[config.mk]
export PLATFORM = sky130hd
export DESIGN_NAME = geometric_sum_pow3_mod_prime
export DESIGN_NICKNAME = d
export VERILOG_FILES = /design/src/rtl/gsp3_pkg.sv /design/src/rtl/gsp3_modmul.sv /design/src/rtl/geometric_sum_pow3_mod_prime.sv
export SDC_FILE = /design/constraint.sdc
export NUM_CORES = 2
export LEC_CHECK = 0
export ABC_CLOCK_PERIOD_IN_PS = 11300
export BUFFER_PORTS_ARGS = -buffer_cell sky130_fd_sc_hd__buf_2
export CAP_MARGIN = 20
export CORE_UTILIZATION = 60
export CTS_CLUSTER_SIZE = 10
export DETAILED_ROUTE_END_ITERATION = 6
export PLACE_DENSITY = 0.76
export SKIP_CTS_REPAIR_TIMING = 1
export SLEW_MARGIN = 0
export SYNTH_ARGS = -nofsm -noshare
export SYNTH_HDL_FRONTEND = slang
export SYNTH_SLANG_ARGS = --single-unit
[constraint.sdc]
create_clock -name clk -period 11.3 [get_ports clk]
set_input_delay 1.13 -clock clk [delete_from_list [all_inputs] [get_ports clk]]
set_output_delay 1.13 -clock clk [all_outputs]
set_load 0.02 [all_outputs]
[src/rtl/gsp3_pkg.sv]
// ----------------------------------------------------------------------------
// gsp3_pkg
// Shared types and constants for the power-of-three series sum block.
// ----------------------------------------------------------------------------
package gsp3_pkg;

	localparam int RES_W = 30;
	localparam int MUL_W = 32;

	typedef logic [RES_W-1:0] residue_t;
	typedef logic [MUL_W-1:0] mul_op_t;

	localparam residue_t PRIME    = 30'd1000000007;
	localparam residue_t HALF_INV = 30'd500000004;
	localparam residue_t RATIO    = 30'd3;

	// floor(2^60 / PRIME), Barrett constant for a 30-bit modulus
	localparam logic [30:0] BARRETT_MU = 31'd1152921496;
	localparam logic [31:0] TWO_PRIME  = 32'd2000000014;

endpackage

[src/rtl/gsp3_modmul.sv]
// ----------------------------------------------------------------------------
// gsp3_modmul
// Modular multiplier: a * b mod PRIME on one shared 32x32 multiplier,
// reduced by Barrett's method in three multiplier passes and a correction.
// ----------------------------------------------------------------------------
module gsp3_modmul
	import gsp3_pkg::*;
(
	input  logic     clk,
	input  logic     arst_n,
	input  logic     start,
	input  residue_t a,
	input  residue_t b,
	output logic     done,
	output residue_t result
);

	typedef enum logic [1:0] {
		MM_IDLE,
		MM_QUOT,
		MM_REM,
		MM_FIX
	} mm_state_t;

	mm_state_t      state_q;
	mul_op_t        mul_x;
	mul_op_t        mul_y;
	logic [63:0]    prod;
	logic [63:0]    prod_q;
	logic [31:0]    x_lo_q;
	logic [31:0]    rem;
	logic [31:0]    rem_fix;
	logic           done_q;
	residue_t       result_q;

	// operand select for the shared multiplier
	always_comb begin
		unique case (state_q)
			MM_IDLE: begin
				mul_x = {2'b00, a};
				mul_y = {2'b00, b};
			end
			MM_QUOT: begin
				mul_x = {1'b0, prod_q[59:29]};
				mul_y = {1'b0, BARRETT_MU};
			end
			MM_REM: begin
				mul_x = {1'b0, prod_q[61:31]};
				mul_y = {2'b00, PRIME};
			end
			default: begin
				mul_x = '0;
				mul_y = '0;
			end
		endcase
	end

	assign prod = mul_x * mul_y;

	always_ff @(posedge clk) begin
		prod_q <= prod;
	end

	// remainder is below 3 * PRIME, so 32 bits hold it exactly
	assign rem = x_lo_q - prod_q[31:0];

	always_comb begin
		if (rem >= TWO_PRIME) begin
			rem_fix = rem - TWO_PRIME;
		end else if (rem >= {2'b00, PRIME}) begin
			rem_fix = rem - {2'b00, PRIME};
		end else begin
			rem_fix = rem;
		end
	end

	always_ff @(posedge clk or negedge arst_n) begin
		if (!arst_n) begin
			state_q  <= MM_IDLE;
			done_q   <= 1'b0;
			result_q <= '0;
			x_lo_q   <= '0;
		end else begin
			done_q <= (state_q == MM_FIX);
			unique case (state_q)
				MM_IDLE: begin
					if (start) begin
						state_q <= MM_QUOT;
					end
				end
				MM_QUOT: begin
					x_lo_q  <= prod_q[31:0];
					state_q <= MM_REM;
				end
				MM_REM: begin
					state_q <= MM_FIX;
				end
				MM_FIX: begin
					result_q <= rem_fix[RES_W-1:0];
					state_q  <= MM_IDLE;
				end
				default: begin
					state_q <= MM_IDLE;
				end
			endcase
		end
	end

	assign done   = done_q;
	assign result = result_q;

endmodule

[src/rtl/geometric_sum_pow3_mod_prime.sv]
// ----------------------------------------------------------------------------
// geometric_sum_pow3_mod_prime
// Sum of 3^i for i = 0..n modulo 1000000007, via 3^(n+1) by LSB-first
// square-and-multiply, then (3^(n+1) - 1) times the inverse of two.
// It takes a multiply per set bit of n + 1, a squaring per bit below its top
// bit and one final scaling, each in turn on the shared multiplier unit.
// The block takes one item at a time; power_stall stays high until the
// result is queued in the output register. Reset clears the sequencer and
// empties the output register.
// ----------------------------------------------------------------------------
module geometric_sum_pow3_mod_prime
	import gsp3_pkg::*;
#(
	parameter int INPUT_BITS = 32
) (
	input  logic                  clk,
	input  logic                  arst_n,
	input  logic                  power_valid,
	output logic                  power_stall,
	input  logic [INPUT_BITS-1:0] highest_power,
	output logic                  sum_valid,
	input  logic                  sum_stall,
	output residue_t              series_sum
);

	localparam int EXP_W = INPUT_BITS + 1;

	typedef enum logic [2:0] {
		ST_IDLE,
		ST_STEP,
		ST_ACC,
		ST_SQ,
		ST_FIN,
		ST_PUT
	} state_t;

	state_t             state_q;
	logic [EXP_W-1:0]   exp_q;
	residue_t           acc_q;
	residue_t           sq_q;
	residue_t           sum_q;
	logic               sum_valid_q;
	logic               mm_start;
	residue_t           mm_a;
	residue_t           mm_b;
	logic               mm_done;
	residue_t           mm_res;
	logic               exp_zero;
	logic               slot_free;

	assign exp_zero  = (exp_q == '0);
	assign slot_free = !sum_valid_q || !sum_stall;
	assign mm_start  = (state_q == ST_STEP);

	// exponent exhausted: scale (acc - 1) by the inverse of two; else acc * sq on a set low bit, or sq * sq
	always_comb begin
		if (exp_zero) begin
			mm_a = acc_q - residue_t'(1);
			mm_b = HALF_INV;
		end else if (exp_q[0]) begin
			mm_a = acc_q;
			mm_b = sq_q;
		end else begin
			mm_a = sq_q;
			mm_b = sq_q;
		end
	end

	gsp3_modmul u_modmul (
		.clk    (clk),
		.arst_n (arst_n),
		.start  (mm_start),
		.a      (mm_a),
		.b      (mm_b),
		.done   (mm_done),
		.result (mm_res)
	);

	always_ff @(posedge clk or negedge arst_n) begin
		if (!arst_n) begin
			state_q     <= ST_IDLE;
			sum_valid_q <= 1'b0;
			exp_q       <= '0;
			acc_q       <= '0;
			sq_q        <= '0;
			sum_q       <= '0;
		end else begin
			// drop the output beat once taken
			if (sum_valid_q && !sum_stall && state_q != ST_PUT) begin
				sum_valid_q <= 1'b0;
			end
			unique case (state_q)
				ST_IDLE: begin
					if (power_valid) begin
						exp_q   <= {1'b0, highest_power} + EXP_W'(1);
						acc_q   <= residue_t'(1);
						sq_q    <= RATIO;
						state_q <= ST_STEP;
					end
				end
				ST_STEP: begin
					if (exp_zero) begin
						state_q <= ST_FIN;
					end else if (exp_q[0]) begin
						state_q <= ST_ACC;
					end else begin
						state_q <= ST_SQ;
					end
				end
				ST_ACC: begin
					if (mm_done) begin
						acc_q    <= mm_res;
						exp_q[0] <= 1'b0;
						state_q  <= ST_STEP;
					end
				end
				ST_SQ: begin
					if (mm_done) begin
						sq_q    <= mm_res;
						exp_q   <= exp_q >> 1;
						state_q <= ST_STEP;
					end
				end
				ST_FIN: begin
					if (mm_done) begin
						acc_q   <= mm_res;
						state_q <= ST_PUT;
					end
				end
				ST_PUT: begin
					// hold until the output register can take the beat
					if (slot_free) begin
						sum_q       <= acc_q;
						sum_valid_q <= 1'b1;
						state_q     <= ST_IDLE;
					end
				end
				default: begin
					state_q <= ST_IDLE;
				end
			endcase
		end
	end

	assign power_stall = (state_q != ST_IDLE);
	assign sum_valid   = sum_valid_q;
	assign series_sum  = sum_q;

endmodule
==> Word-level counts from Yosys, hierarchy flattened <==
Index checks and enable logic that the tools add are counted.
{ "word_totals": {"n_memories": 0, "output_inout_bits": 32, "rom_bits": 0, "inputBits": 36, "register_bits": 254, "latchBits": 0, "wordCells": 85, "ramBits": 0} }
{ "op_classes": {"eq_ne": 17, "n_lt_le_gt_ge": 2, "n_div": 0, "n_mul": 1, "n_bitwise": 0, "shifts": 0, "n_addsub": 5, "reduce_logical": 19, "mux": 29} }
{ "op_table": {"columns": ["operator", "count"], "rows": [
  ["$mux W30", 8],
  ["$pmux W31 S3", 2],
  ["$pmux W30 S2", 2],
  ["$mux W33", 2],
  ["$pmux W32 S2", 1],
  ["$mul A31 B31 Y62", 1],
  ["$sub A30 B30 Y30 const B", 2],
  ["$add A32 B1 Y33 const B", 1],
  ["$logic_not A33 Y1", 1],
  ["$ge A32 B30 Y1 const B", 1],
  ["$ge A32 B31 Y1 const B", 1],
  ["$sub A32 B32 Y32", 1],
  ["$sub A30 B1 Y30 const B", 1],
  ["$mux W3", 5],
  ["$pmux W3 S5", 1],
  ["$ne A2 B1 Y1 const B", 5],
  ["$pmux W2 S4", 1],
  ["$reduce_and A4 Y1", 2],
  ["$eq A3 B2 Y1 const B", 2],
  ["$eq A3 B3 Y1 const B", 2],
  ["$ne A2 B2 Y1 const B", 3],
  ["$reduce_and A3 Y1", 2],
  ["$reduce_bool A3 Y1", 2],
  ["$mux W1", 5],
  ["14 further kinds", 19]
]} }

==> Logic depth before layout (Yosys ltp) <==
{ "logic_depth": {"ltp_word": 6, "ltp_mapped": 42, "ltp_nobuf": 39} }

==> Cells and area by module <==
Synthesis repeated with hierarchy kept, for this count alone.
{ "hier_totals": {"cells_unflattened": 5276, "area_unflattened_um2": 45384.8} }
{ "modules_own_cells": {"columns": ["module", "instances", "cells_each", "area_each_um2", "seq_area_each_um2"], "rows": [
  ["gsp3_modmul", 1, 4442, 38224.2, 2867.8],
  ["geometric_sum_pow3_mod_prime", 1, 834, 7160.6, 3178.0]
]} }

==> Worst setup path after synthesis <==
Ideal clock, no wire load.
{ "synth_path": {"kind": "register to register", "startpoint": "reg acc_q[7]", "endpoint": "reg u_modmul.prod_q[47]", "n_path_buf": 1, "required_time_ps": 11228, "period_less_slack_ps": 10066, "setup_ps": 72, "path_stages_with_launch": 33, "arrival_time_ps": 9994, "setup_slack_ps": 1234, "path_cell_list": "dfrtp_1 -> or3_1 -> or4b_1 -> nor3_1 -> o21ai_0 -> a221o_1 -> a222oi_1 -> or2_2 -> clkbuf_1 -> nor2_1 -> fa_1 -> fa_1 -> fa_1 -> inv_1 -> fa_1 -> inv_1 -> fa_1 -> fa_1 -> fa_1 -> fa_1 -> ha_1 -> a21o_1 -> a21o_1 -> a221oi_1 -> nand4b_1 -> and3_1 -> o21a_1 -> o21a_1 -> or3b_2 -> a31oi_1 -> o21bai_1 -> a221oi_1 -> xnor2_1"} }
{ "synth_between": {"elab_chain_cells": 4, "word_cells_on_any_way": 5, "cone_classes": "1 x add/sub; 1 x mul; 3 x mux"} }
{ "synth_lines": {"columns": ["item", "line", "text"], "rows": [
  ["start: declaration", "geometric_sum_pow3_mod_prime.sv:39", "residue_t acc_q;"],
  ["start signal: assignment", "geometric_sum_pow3_mod_prime.sv:96", "acc_q <= residue_t'(1);"],
  ["start signal: assignment", "geometric_sum_pow3_mod_prime.sv:112", "acc_q <= mm_res;"],
  ["start signal: assignment", "geometric_sum_pow3_mod_prime.sv:126", "acc_q <= mm_res;"],
  ["$sub A30 B1 Y30 / $mux W30 (equally long branches)", "geometric_sum_pow3_mod_prime.sv:58, geometric_sum_pow3_mod_prime.sv:60", null],
  ["$mux W30 (*)", "geometric_sum_pow3_mod_prime.sv:57", "if (exp_zero) begin"],
  ["$pmux W31 S3 (*)", "gsp3_modmul.sv:38", "unique case (state_q)"],
  ["$mul A31 B31 Y62 (*)", "gsp3_modmul.sv:58", "assign prod = mul_x * mul_y;"],
  ["named net u_modmul.prod[47]", "gsp3_modmul.sv:28", "logic [63:0] prod;"],
  ["end signal: assignment", "gsp3_modmul.sv:61", "prod_q <= prod;"],
  ["end: declaration", "gsp3_modmul.sv:29", "logic [63:0] prod_q;"]
]} }
Mark *: on every way through the listed nets, which the timed path passes. The rest lies on a longest branch.
A chain may end at the register's enable or synchronous reset.

==> Worst setup path in the final report <==
{ "layout_path": {"startpoint": "reg acc_q[7]", "endpoint": "reg u_modmul.prod_q[60]"} }
Same word-level chain as after synthesis.

==> metrics.md <==
| Metric | Value |
|---|---|
| Status | complete, but fails checks |
| Failing checks | DRC |
| Starting density of the core | 0.606 |
| Setup crit end kind | flip-flop |
| Max Cap Viol | 0 |
| Area growth syn-to-layout | 6.65% |
| Worst clock skew | 58.0 ps |
| Post-layout min period | 11,060 ps |
| Layout cells sized above 1 | 0.0820 |
| Initial antenna violation count | 4 |
| Root Buffer | clkbuf_16 |
| Synth Cell Area | 45,000 um2 |
| I/O pins | 68 |
| Routed length on met3 | 19.5 mm |
| Clk slew on worst S/H paths | 60 ps |
| Post-Route WL | 151 mm |
| Setup CP Type | reg2reg |
| DRT met1 WL | 55.7 mm |
| Yosys warns | 0 |
| Flops & latches, synth | 254 |
| Net Count, Synth | 6,371 |
| CP max stage cell | fa_1 |
| Crit path max fanout | 15 |
| Total CTS buffers | 30 |
| Antenna-violating nets left | 0 |
| Mean Syn Cell Area | 8.66 um2 |
| Final nets | 6,387 |
| Register Area | 6050 um2 |
| I/O Buffers | 67 |
| Row cnt | 100 |
| Fmax | 90.4 MHz |
| Hold_sp | series_sum[1] |
| Commonest non-fill, non-tap cells in the layout | fa_1, inv_1, nand2_1 |
| Slew margin rel. | 0.280 |
| H-tree depth | 1 |
| Global-route wire length before repair | 231 mm |
| Critical Path Source Type | flip-flop |
| Routed len/inst | 24.3 um |
| Worst path arrival time | 11,550 ps |
| Commonest non-fill, non-tap cell in the layout | fa_1 |
| Pre-Repair DR Iteration Count | 7 |
| Height of the die | 276 um |
| Worst r2r src | acc_q[7] |
| Clock Path Buffers | 3 |
| Final Hold Vio Count | 0 |
| Instance count of the mapped netlist | 5,202 |
| Core Util, Final | 0.646 |
| Die Wd | 276 um |
| Worst-margin pin slew | 1060 ps |
| Multi-input logic area | 35,000 um2 |
| Count of cell types in the netlist | 93 |
| Min-delay worst type | reg2reg |
| Ys async rst share | 0.756 |
| Slew Viols, Final | 0 |
| Post-DP HPWL | 123 mm |
| Vias in the first global route | 38,970 |
| Via Count | 37,946 |
| DR DRC count | 2 |
| Met2 routed WL | 65.9 mm |
| Highest routed layer | met5 |
| Worst Path Required | 11,790 ps |
| Ys flop type | dfrtp_1 |
| Most used cell, CP | fa_1 |
| RePlAce Congestion | 1.12 |
| Clock Latency Late Sink | 610 ps |
| Crit path from | acc_q[7] |
| CTS tree | done |
| Max incr delay on CP | 600 ps |
| RSZ-0062 raised after global routing | yes |
| DRC violation total after the first TritonRoute iteration | 4,063 |
| Sink Count | 254 |
| Final Setup Violations | 0 |
| Crit share post-route | 0.979 |
| Vias/cell | 6.11 |
| Die area | 76,100 um2 |
| Post-synth EDFFs | 0 |
| Post-synthesis sequential area ratio | 0.134 |
| Total track usage | 0.408 |
| Remaining Overflow, GRT | 0 |
| Pin count of the biggest net entering global routing | 115 |
| Fill cells | 6,278 |
| Core footprint | 74,300 um2 |
[routing by layer]
layer  GRT usage  vias up
li1            -    16365
met1       0.533    18662
met2       0.624     2380
met3       0.115      535
met4       0.205        4
met5           0        -
[flip-flops by register name, indices dropped and copies added (netlist names)]
signal / flops
acc_q: 30
series_sum: 30
state_q: 3
u_modmul.done: 1
u_modmul.prod_q: 62
exp_q: 33
u_modmul.result: 30
u_modmul.state_q: 2
u_modmul.x_lo_q: 32
sq_q: 30
sum_valid: 1
[area by class of cell]
cell class | instances | share of cell area
timing repair buffer | 255 | 0.0373
tap | 969 | 0.0252
sequential | 254 | 0.126
inverter | 828 | 0.0647
antenna | 1 | 0.0000521
multi-input combinational | 3849 | 0.728
clock inverter | 2 | 0.000808
clock buffer | 54 | 0.0179
[worst max-delay path: cells and delay by family (launching register included)]
| family | cells | cell delay (ps) |
|---|---|---|
| XOR/XNOR | 1 | 170 |
| adder cells (fa/ha/maj) | 9 | 4520 |
| AND/OR/NAND/NOR | 5 | 1930 |
| buffers and inverters | 3 | 410 |
| flip-flops | 1 | 440 |
| AO/OA/AOI/OAI | 15 | 3420 |
[stage by stage]
| step | instances | instance area (um2) | setup slack [ps] | setup TNS, ps | hold slack, ps |
|---|---|---|---|---|---|
| 2_1_floorplan | 5202 | 45000 | 1230 | 0 | 440 |
| 3_3_place_gp | 6153 | 47100 | -303 | -693 | 463 |
| 3_5_place_dp | 6153 | 47100 | -261 | -595 | 472 |
| 4_1_cts | 6209 | 48000 | -334 | -928 | 487 |
| 5_1_grt | 6211 | 48000 | -37.6 | -37.6 | 509 |
| 6_report | 6212 | 48000 | 241 | 0 | 489 |
[path summary, 6_finish.rpt]
path                       slack (ps)                   to  cells past startpoint
setup / recovery                  240  u_modmul.prod_q[60]                     33
hold / removal                    490        series_sum[1]                      2
setup reg to reg                  240  u_modmul.prod_q[60]                     33
hold reg to reg                   490        series_sum[1]                      2
max in group asynchronous        9080  u_modmul.state_q[1]                      2
min in group asynchronous         640            exp_q[23]                      1
[cells in the mapped netlist (51+ instances only)]
cell,instances,area [um2]
fa_1,838,16800
inv_1,827,3100
nand2_1,771,2890
nor2_1,616,2310
ha_1,295,3690
clkbuf_1,240,901
dfrtp_1,192,4800
a21oi_1,174,871
o21ai_0,170,851
nand3_1,94,470
nand2b_1,76,475
xnor2_1,75,657
dfxtp_1,62,1240
mux2_2,57,642
a21o_1,51,383
[cells by family after synthesis]
family                     after synthesis  share of synthesized area
xor gates and xnor gates               119                     0.0231
adders and majority gates             1133                      0.455
muxes                                   70                     0.0171
AOI/OAI and AO/OA                      689                      0.102
DFF                                    254                      0.134
and+or+nand+nor                       1838                      0.177
buffers and inverters                 1099                     0.0921
Power is not shown: default switching activity piles up to over one toggle a cycle in this logic, so the estimate is an artifact.
